$ cat config.mk
export PLATFORM = sky130hd
export DESIGN_NAME = strm_lvl
export DESIGN_NICKNAME = d
export VERILOG_FILES = /design/src/sv/strm_pkg.sv /design/src/sv/strm_lvl.sv
export SDC_FILE = /design/constraint.sdc
export NUM_CORES = 1
export LEC_CHECK = 0
export BUFFER_PORTS_ARGS = -buffer_cell sky130_fd_sc_hd__buf_2
export CORE_AREA = 2 2 39 41
export DETAILED_ROUTE_END_ITERATION = 8
export DIE_AREA = 0 0 41 43
export GPL_ROUTABILITY_DRIVEN = 0
export PLACE_DENSITY_LB_ADDON = 0.05
export SETUP_SLACK_MARGIN = 0.2
export SLEW_MARGIN = 20
export SYNTH_ARGS = -nofsm -noshare
export SYNTH_HDL_FRONTEND = slang
export SYNTH_SLANG_ARGS = --single-unit
$ cat constraint.sdc
create_clock -name vclk -period 0.8
set_input_delay 0 -clock vclk [all_inputs]
set_output_delay 0 -clock vclk [all_outputs]
set_load 0.03 [all_outputs]
$ cat src/sv/strm_pkg.sv
package strm_pkg;

  localparam int DATA_W = 32;
  localparam int IDX_W  = 10;
  localparam int LEN_W  = IDX_W + 1;

  typedef enum logic [1:0] {
    KIND_APPEND = 2'd0,
    KIND_QUERY  = 2'd1,
    KIND_CLEAR  = 2'd2
  } kind_t;

  typedef enum logic [1:0] {
    ST_OK    = 2'd0,
    ST_RANGE = 2'd1,
    ST_FULL  = 2'd2
  } status_t;

  typedef enum logic [2:0] {
    S_IDLE,
    S_APP_LVL,
    S_Q_LOG,
    S_Q_RD2,
    S_Q_CMP
  } state_t;

endpackage

$ cat src/sv/strm_lvl.sv
module strm_lvl #(
  parameter int MAX_ELEMENTS = 1024,
  parameter int LEVEL_COUNT  = 11
) (
  input  logic [strm_pkg::LEN_W-1:0]                    len,
  output logic [$clog2(LEVEL_COUNT*MAX_ELEMENTS)-1:0]   base,
  output logic [strm_pkg::LEN_W-1:0]                    span
);

  localparam int AW  = $clog2(LEVEL_COUNT * MAX_ELEMENTS);
  localparam int LW  = strm_pkg::LEN_W;
  localparam int LVW = $clog2(LEVEL_COUNT + 1);

  logic [LVW-1:0] k_raw;
  logic [LVW-1:0] k;

  always_comb begin
    k_raw = '0;
    for (int i = 1; i < LW; i++) begin
      if (len[i]) begin
        k_raw = LVW'(i);
      end
    end
  end

  assign k    = (32'(k_raw) > LEVEL_COUNT - 1) ? LVW'(LEVEL_COUNT - 1) : k_raw;
  assign base = AW'(32'(k) * MAX_ELEMENTS);
  assign span = LW'(1) << k;

endmodule

### Yosys cells after proc, flatten, opt, wreduce, memory -nomap -nowiden

Index checks and enable logic that the tools add are counted.

* flip-flop bits (word level): 0
* logic and storage cells: 13
* input bits: 11

* muxes and demuxes: 11
* $lt $le $gt $ge: 1
* shifts and indexed selects: 1

Operators by type and width (number)
* two-way mux 4 bit: 10
* << shifter 1 x 4 -> 11 bit, first input constant: 1
* > comparator 4 bit, second input constant: 1
* two-way mux 1 bit: 1

### Depth between registers and ports, before layout

Gate-level depths: netlist of run 1.

* word-level depth: 13
* depth in mapped cells: 3

### Least setup slack after synthesis of run 1

No wires, ideal clock.

* path type: input -> output
* from: in len[7] (netlist bit)
* to: out span[0] (netlist bit)
* slack: -403 ps
* data arrival time: 1203 ps
* stages: 3
* cells stage by stage: nor4_1 > nand3_1 > nor3_1

* word-level cells in the longest chain between the ends: 7

RTL lines
* start, declared: line strm_lvl.sv:5 `input logic [strm_pkg::LEN_W-1:0] len,`
* two-way mux 4 bit * (4 in a row): line strm_lvl.sv:20 `if (len[i]) begin`
* > comparator 4 bit: line strm_lvl.sv:26 `assign k = (32'(k_raw) > LEVEL_COUNT - 1) ? LVW'(LEVEL_COUNT - 1) : k_raw;`
* two-way mux 4 bit *: line strm_lvl.sv:26
* << shifter 1 x 4 -> 11 bit *: line strm_lvl.sv:28 `assign span = LW'(1) << k;`
* end, declared: line strm_lvl.sv:7 `output logic [strm_pkg::LEN_W-1:0] span`

Mark *: on every way between the ends. The rest lies on a longest branch, timed or not.

### Worst setup path after layout of run 1

* from: in len[2] (netlist bit)
* to: out base[10]

* word-level cells in the longest chain between the ends: 11

RTL lines
* two-way mux 4 bit * (9 in a row): line strm_lvl.sv:20
* > comparator 4 bit: line strm_lvl.sv:26
* two-way mux 4 bit *: line strm_lvl.sv:26
* end, declared: line strm_lvl.sv:6 `output logic [$clog2(LEVEL_COUNT*MAX_ELEMENTS)-1:0] base,`

Marks and branches as above.

==> results of run 1 <==
[final cells by class]
| type | count | area share (%) |
|---|---|---|
| multi-input combinational | 36 | 43.2 |
| inverter | 4 | 2.58 |
| timing repair buffer | 40 | 51.7 |
| tap | 16 | 2.58 |
[worst paths after layout]
| path | endpoint | startpoint | slack [ps] |
|---|---|---|---|
| worst max-delay path | base[10] | len[2] | -250 |
| worst min-delay path | span[9] | len[10] | 370 |
[cell families (layout without fill, tap and decap cells)]
family / after synthesis / count (layout)
buffers and inverters: 15 / 44
AO/OA/AOI/OAI: 8 / 8
other: 1 / 10
AND/OR/NAND/NOR: 18 / 18
[per-layer routing]
layer,wire length (um),up-vias,track usage (%)
met2,562,21,22.5
met4,0,0,0
li1,-,205,-
met1,326,187,14.3
met3,81,0,0.524
met5,0,-,0
[repair_timing]
item / CTS / global route
hold buffers: 0 / 0
endpoints found under the hold margin: 0 / 0
setup buffers: 1 / 0
endpoints found under the setup margin: 14 / 14
gates resized for setup: 51 / 8
pin swaps: 14 / 4
[power groups by stage]
stage | Clock, mW | Sequential, mW | Combinational, mW
6_report | 0 | 0 | 0.421
3_3_place_gp | 0 | 0 | 0.332
4_1_cts | 0 | 0 | 0.407
2_1_floorplan | 0 | 0 | 0.224
5_1_grt | 0 | 0 | 0.448
3_5_place_dp | 0 | 0 | 0.331
[critical path: cells and delay by family]
family | cells | cell delay, ps
buffers and inverters | 2 | 250
AOI/OAI and AO/OA | 2 | 670
and+or+nand+nor | 1 | 130
[cell usage after synthesis]
library cell / instances
nand3_1: 1
nor4_1: 1
and3_2: 1
clkbuf_1: 1
o2111a_1: 1
o31ai_1: 1
a21oi_1: 2
a221oi_2: 1
conb_1: 1
and3_1: 1
nor3b_1: 1
a221oi_1: 1
buf_4: 10
inv_1: 4
nand2b_1: 1
nand3b_1: 1
nor2_1: 9
a21o_1: 1
a221o_2: 1
nor3_1: 2
==> results.cfg, run 1 <==
[yosys]
ys_warn_count = 0
synthSimpleGateAreaFrac_pct = 34.8
synth.area.top_cells = buf_4 29%, nor2_1 13%, a221oi_2 5.8%
synth_area_leader_cell = buf_4
netlist_instances = 42
synthMuxAreaShare_pct = 0
synth_top_family_by_area = buffers and inverters
synth_top_cell_area_share_pct = 29.0
ys_types = 20
synth-compound-area-share_pct = 27.5
synth_xor_area_share_pct = 0
yosysSeqAreaShare_pct = 0
syn_area_um2 = 259
synth_fa_ha_area_share_pct = 0
syn_avg_cell_area_um2 = 6.17

[final_layout]
multi_input_area_um2 = 335
fin_cells = 96
num_antenna_cells = 0
nFlopsAndLatches = 0
finalInstanceArea_um2 = 777
final-seq-area_um2 = 0
area_growth_pct = 200
clkbuf_count = 0
fillers = 147
final_cell_mix = 19 x buf_6, 11 x buf_4, 10 x conb_1
layout-drive-gt1-share_pct = 77.5
final_util_pct = 56.1
mostFrequentLayoutCell = buf_6
final_nets = 93

[sta]
setup_tns_ps = -904
worst_slack_ps = -250
period_needed_ps = 1050
fmax_ghz = 0.952
rsz0062_at_grt = true
final-setup-viol-count = 6
finalCritPeriodShare_pct = 131
worst_hold_slack_ps = 367
hold_viol = 0
drv_slew = 0

[critical_path]
crit_path_end_kind = primary output
worstPathArrival_ps = 1050
required_ps = 800
critPathKind = in -> out
critPathSlowestCell = a221o_2
cp_common_cell = buf_6
crit_path_max_incr_delay_ps = 420
path_cells = buf_6 > nand2b_4 > a221o_2 > a221oi_4 > buf_6
startpoint_type = input pin
cp_max_fo = 4

[global_route]
grt_max_degree = 6
grt_pass1_vias = 371
grt_overflow = 0
grt.total_usage_pct = 11.8
grt_pass1_wl_um = 1550
antenna_found_initial = 0

[min_path]
hold_path_class = in -> out
min_path_cells = 4

[floorplan]
rows = 14
die-area_mm2 = 0.00176
pin_count = 36
core_mm2 = 0.00138
die_h_um = 43
die_x_um = 41
initial_utilization_pct = 18.7

[power_and_ir_drop]
clkPwrFrac_pct = 0
p_seq_share_pct = 0
p_switching_mw = 0.235
p_leak_nw = 0.359
p_comb_share_pct = 100.0
powerDensity_mw_per_mm2 = 542
sw_frac_of_total_pct = 55.9
internal_power_mw = 0.186
total_power_mw = 0.421
vdd_drop_max_mv = 0.237

[run_status]
violations = negative setup slack
outcome = finished with violations

[detailed_routing]
drtAntennaViolNets = 0
drtIter0Drc = 0
route.detailed.drc = 0
viasPerCell = 4.30
detail_route.wl_per_cell_um = 10.1
firstDrtPassIters = 1
wl_um = 971
via_count = 413

[placement]
dpl-instance-area_um2 = 573
place_ws_ps = -330
dp.cells = 95
hpwlAfterDp_um = 782
portBuffers = 25

[job]
max-cap-violations = 0
No activity file was read; power rests on OpenSTA's default activity.
==> inputs of run 2 (changes only) <==
- ABC_AREA: default -> 1
==> results.cfg, run 2 <==
[run_status]
outcome = finished with violations
violations = negative setup slack

[critical_path]
crit_buf_inv = 5
critPathSlowestCell = buf_6
cp_common_cell = nand2_1
startpoint_type = input pin
critPathKind = in -> out
required_ps = 800
path_cells = buf_8 > inv_8 > nand2_4 > nand2_2 > nand2_1 > nand2_1 > nand2_1 > nand2_1 > nand2_2 > nand2_4 > nand2_8 > buf_6 > clkinvlp_4 > buf_6
crit_path_end_kind = primary output
crit_path_max_incr_delay_ps = 130
cp_max_fo = 4
path_delay_family = simple AND/OR/NAND/NOR gates
worstPathArrival_ps = 970

[power_and_ir_drop]
vdd_drop_max_mv = 0.273
powerDensity_mw_per_mm2 = 577
sw_frac_of_total_pct = 59.2
p_comb_share_pct = 100.0
p_switching_mw = 0.286
internal_power_mw = 0.197
p_seq_share_pct = 0
p_leak_nw = 0.411
clkPwrFrac_pct = 0

[final_layout]
num_antenna_cells = 0
mostFrequentLayoutCell = buf_6
layout-drive-gt1-share_pct = 76.6
final-seq-area_um2 = 0
final_nets = 107
nFlopsAndLatches = 0
clkbuf_count = 0
final_cell_mix = 26 x buf_6, 12 x nor2_4, 10 x conb_1
fin_cells = 110
fillers = 129
area_growth_pct = 198

[floorplan]
die_h_um = 43
pin_count = 36
initial_utilization_pct = 20.3
die-area_mm2 = 0.00176
core_mm2 = 0.00138
rows = 14
die_x_um = 41

[detailed_routing]
drtIter0Drc = 0
via_count = 408
firstDrtPassIters = 1
route.detailed.drc = 0
viasPerCell = 3.71
drtAntennaViolNets = 0
wl_um = 883
detail_route.wl_per_cell_um = 8.03

[sta]
fmax_ghz = 1.03
final-setup-viol-count = 13
hold_viol = 0
rsz0062_at_grt = true
drv_slew = 0
period_needed_ps = 972
worst_hold_slack_ps = 283
worst_slack_ps = -172
finalCritPeriodShare_pct = 122

[global_route]
grt_max_degree = 5
antenna_found_initial = 0
gr-usage-met2_pct = 20.9
grt_pass1_vias = 353
grtUsageMet1_pct = 13.3
grt.total_usage_pct = 10.9
grt_pass1_wl_um = 1420
grt_busiest_layer = met2
grtUsageMet3_pct = 0
grt_overflow = 0

[placement]
portBuffers = 25
dp.cells = 103
hpwlAfterDp_um = 671

[yosys]
synth_top_cell_area_share_pct = 26.7
synth_area_leader_cell = buf_4
syn_area_um2 = 282
netlist_top_cells_count = 14 x inv_1, 12 x nand2_1, 12 x nor2_1
syn_avg_cell_area_um2 = 4.77
synth_most_common_cell = inv_1
synth.area.top_cells = buf_4 27%, inv_1 19%, nand2_1 16%
ys_warn_count = 0
netlist_instances = 59
ys_types = 11
yosysSeqAreaShare_pct = 0

[min_path]
hold_path_class = in -> out

[job]
max-cap-violations = 0

[clocking]
hold_buffers = 0
-- run 2: cell count changes after synthesis, sizes merged, moves of 2 or more --
cell,before,now
a21oi,2,0
a221oi,2,0
and3,2,0
inv,4,14
nand2,0,16
nand3,1,3
nor2,9,13
nor3,2,0
-- run 2: layout make-up --
| class | count | area, um2 | area share, % |
|---|---|---|---|
| Tap cell | 16 | 20.0 | 2.39 |
| Inverter | 14 | 73.8 | 8.81 |
| Multi-Input combinational cell | 43 | 362 | 43.1 |
| Timing Repair Buffer | 37 | 383 | 45.7 |
-- run 2: final timing paths --
path,start,endpoint,slack (ps),cells past startpoint
worst max-delay path,len[2],base[10],-170,14
worst min-delay path,len[10],span[10],280,2
-- run 2: logic make-up (layout without fill, tap and decap cells) --
logic type	count (synthesis)	in the layout	share of synthesized area, %
other cells	1	10	1.33
simple gates	32	32	50.2
compound gates	1	1	1.78
buf+inv	25	51	46.7
-- run 2: per-stage QoR --
step | instance area (um2) | TNS, ps | setup slack, ps | utilization (%) | total power, mW
finish | 838 | -1670 | -172 | 60.6 | 0.484
global route | 838 | -2700 | -257 | 60.6 | 0.514
CTS | 795 | -1870 | -186 | 57.4 | 0.451
detailed placement | 533 | -2930 | -329 | 38.5 | 0.325
global placement | 533 | -2910 | -324 | 38.5 | 0.323
floorplan | 429 | -883 | -155 | - | 0.275
-- run 2: what timing repair did --
item,CTS,global route
setup endpoints to repair,14,14
cloned,0,0
pin swaps,18,8
resized for setup,59,10
setup buffers,7,0
-- run 2: power by group through the flow --
| stage | Sequential [mW] | Clock [mW] | Combinational [mW] |
|---|---|---|---|
| after floorplan | 0 | 0 | 0.275 |
| after global placement | 0 | 0 | 0.323 |
| after detailed placement | 0 | 0 | 0.325 |
| after CTS | 0 | 0 | 0.451 |
| after global routing | 0 | 0 | 0.514 |
| final | 0 | 0 | 0.484 |
-- run 2: layer usage --
metal  share of wire [%]  routed length, um
met5                   0                  0
met1                  37                324
met3                 6.9                 61
met4                   0                  0
met2                  56                496
==> inputs of run 3 (changes only) <==
- BUFFER_PORTS_ARGS: -buffer_cell sky130_fd_sc_hd__buf_2 -> -buffer_cell sky130_fd_sc_hd__buf_4
- SLEW_MARGIN: 20 -> default
==> results.cfg, run 3 (synthesis results as in run 2) <==
[min_path]
whs_endpoint = span[10]
min_path_cells = 2
hold_path_class = in -> out
hold_start = len[10]

[floorplan]
die_x_um = 41
initial_utilization_pct = 20.3
rows = 14
pin_count = 36
die-area_mm2 = 0.00176
core_mm2 = 0.00138
die_h_um = 43

[critical_path]
path_cells = buf_8 > inv_8 > nand2_2 > nand2_1 > nand2_1 > nand2_1 > nand2_1 > nand2_1 > nand2_2 > nand2_4 > nand2_8 > buf_6 > clkinvlp_4 > buf_6
path_delay_family = simple AND/OR/NAND/NOR gates
worstPathArrival_ps = 970
startpoint_type = input pin
crit_path_max_incr_delay_ps = 120
crit_buf_inv = 5
cp_common_cell = nand2_1
critPathKind = in -> out
required_ps = 800
cp_max_fo = 4
critPathSlowestCell = nand2_4
crit_path_end_kind = primary output

[final_layout]
nFlopsAndLatches = 0
layout-drive-gt1-share_pct = 71.7
area_growth_pct = 186
mostFrequentLayoutCell = buf_6
fin_cells = 108
final_nets = 105
final_cell_mix = 21 x buf_6, 12 x nor2_4, 10 x conb_1, 10 x buf_4, 7 x inv_1
final-seq-area_um2 = 0
num_antenna_cells = 0
multi_input_area_um2 = 343
clkbuf_count = 0
fillers = 151

[run_status]
violations = negative setup slack
outcome = finished with violations

[placement]
dp.cells = 106
portBuffers = 25
hpwlAfterDp_um = 686

[global_route]
grt.total_usage_pct = 10.3
grt_pass1_wl_um = 1380
grt_max_degree = 5
grtUsageMet1_pct = 13.6
grtUsageMet3_pct = 0
grt_pass1_vias = 361
grt_busiest_layer = met2
grt_overflow = 0
gr-usage-met2_pct = 18.8
antenna_found_initial = 0

[detailed_routing]
drtAntennaViolNets = 0
viasPerCell = 3.82
via_count = 413
drtIter0Drc = 1
firstDrtPassIters = 2
detail_route.wl_per_cell_um = 7.85
route.detailed.drc = 0
wl_um = 848

[sta]
period_needed_ps = 969
finalCritPeriodShare_pct = 121
hold_viol = 0
drv_slew = 0
final-setup-viol-count = 12
worst_slack_ps = -169
rsz0062_at_grt = true
fmax_ghz = 1.03

[power_and_ir_drop]
clkPwrFrac_pct = 0
p_comb_share_pct = 100.0
p_switching_mw = 0.271
total_power_mw = 0.455
vdd_drop_max_mv = 0.256
p_seq_share_pct = 0
internal_power_mw = 0.184
powerDensity_mw_per_mm2 = 565
sw_frac_of_total_pct = 59.6
p_leak_nw = 0.414

[job]
max-cap-violations = 0
[run 3: per-stage QoR]
step	hold slack, ps	util (%)	setup WS, ps	setup TNS (ps)	cell area (um2)
2_1_floorplan	143	-	-155	-883	429
3_3_place_gp	249	44.7	-285	-2630	618
3_5_place_dp	250	44.7	-290	-2630	618
4_1_cts	250	52.3	-191	-1930	723
5_1_grt	264	58.2	-265	-2810	806
6_report	249	58.2	-169	-1710	806
[run 3: layout make-up]
type	instances	share of cell area (%)
inverter	14	8.85
timing repair buffer	35	46.1
multi-input combinational	43	42.5
tap	16	2.48
[run 3: routing by layer]
layer  vias to the layer above  wire length, um
li1                        214                -
met1                       181              294
met2                        18              496
met3                         0               57
met4                         0                0
met5                         -                0
[run 3: worst max path at each step]
stage | startpoint | end | slack [ps] | cells after the start
2_1_floorplan | len[8] | span[4] | -150 | 5
3_3_place_gp | len[2] | span[7] | -280 | 13
3_5_place_dp | len[2] | span[7] | -290 | 13
4_1_cts | len[2] | base[10] | -190 | 14
5_1_grt | len[2] | base[10] | -260 | 14
6_report | len[2] | base[10] | -170 | 14
[run 3: power by group through the flow]
| stage | logic [mW] | registers [mW] | clock network, mW |
|---|---|---|---|
| after floorplan | 0.275 | 0 | 0 |
| after global placement | 0.364 | 0 | 0 |
| after detailed placement | 0.365 | 0 | 0 |
| after CTS | 0.417 | 0 | 0 |
| after global routing | 0.488 | 0 | 0 |
| final | 0.455 | 0 | 0 |
[run 3: repair_timing]
action                     CTS  global route
setup endpoints to repair   14            14
setup buffers                0             2
pin swaps                    8            10
hold buffers                 0             0
gates resized for setup     29            16
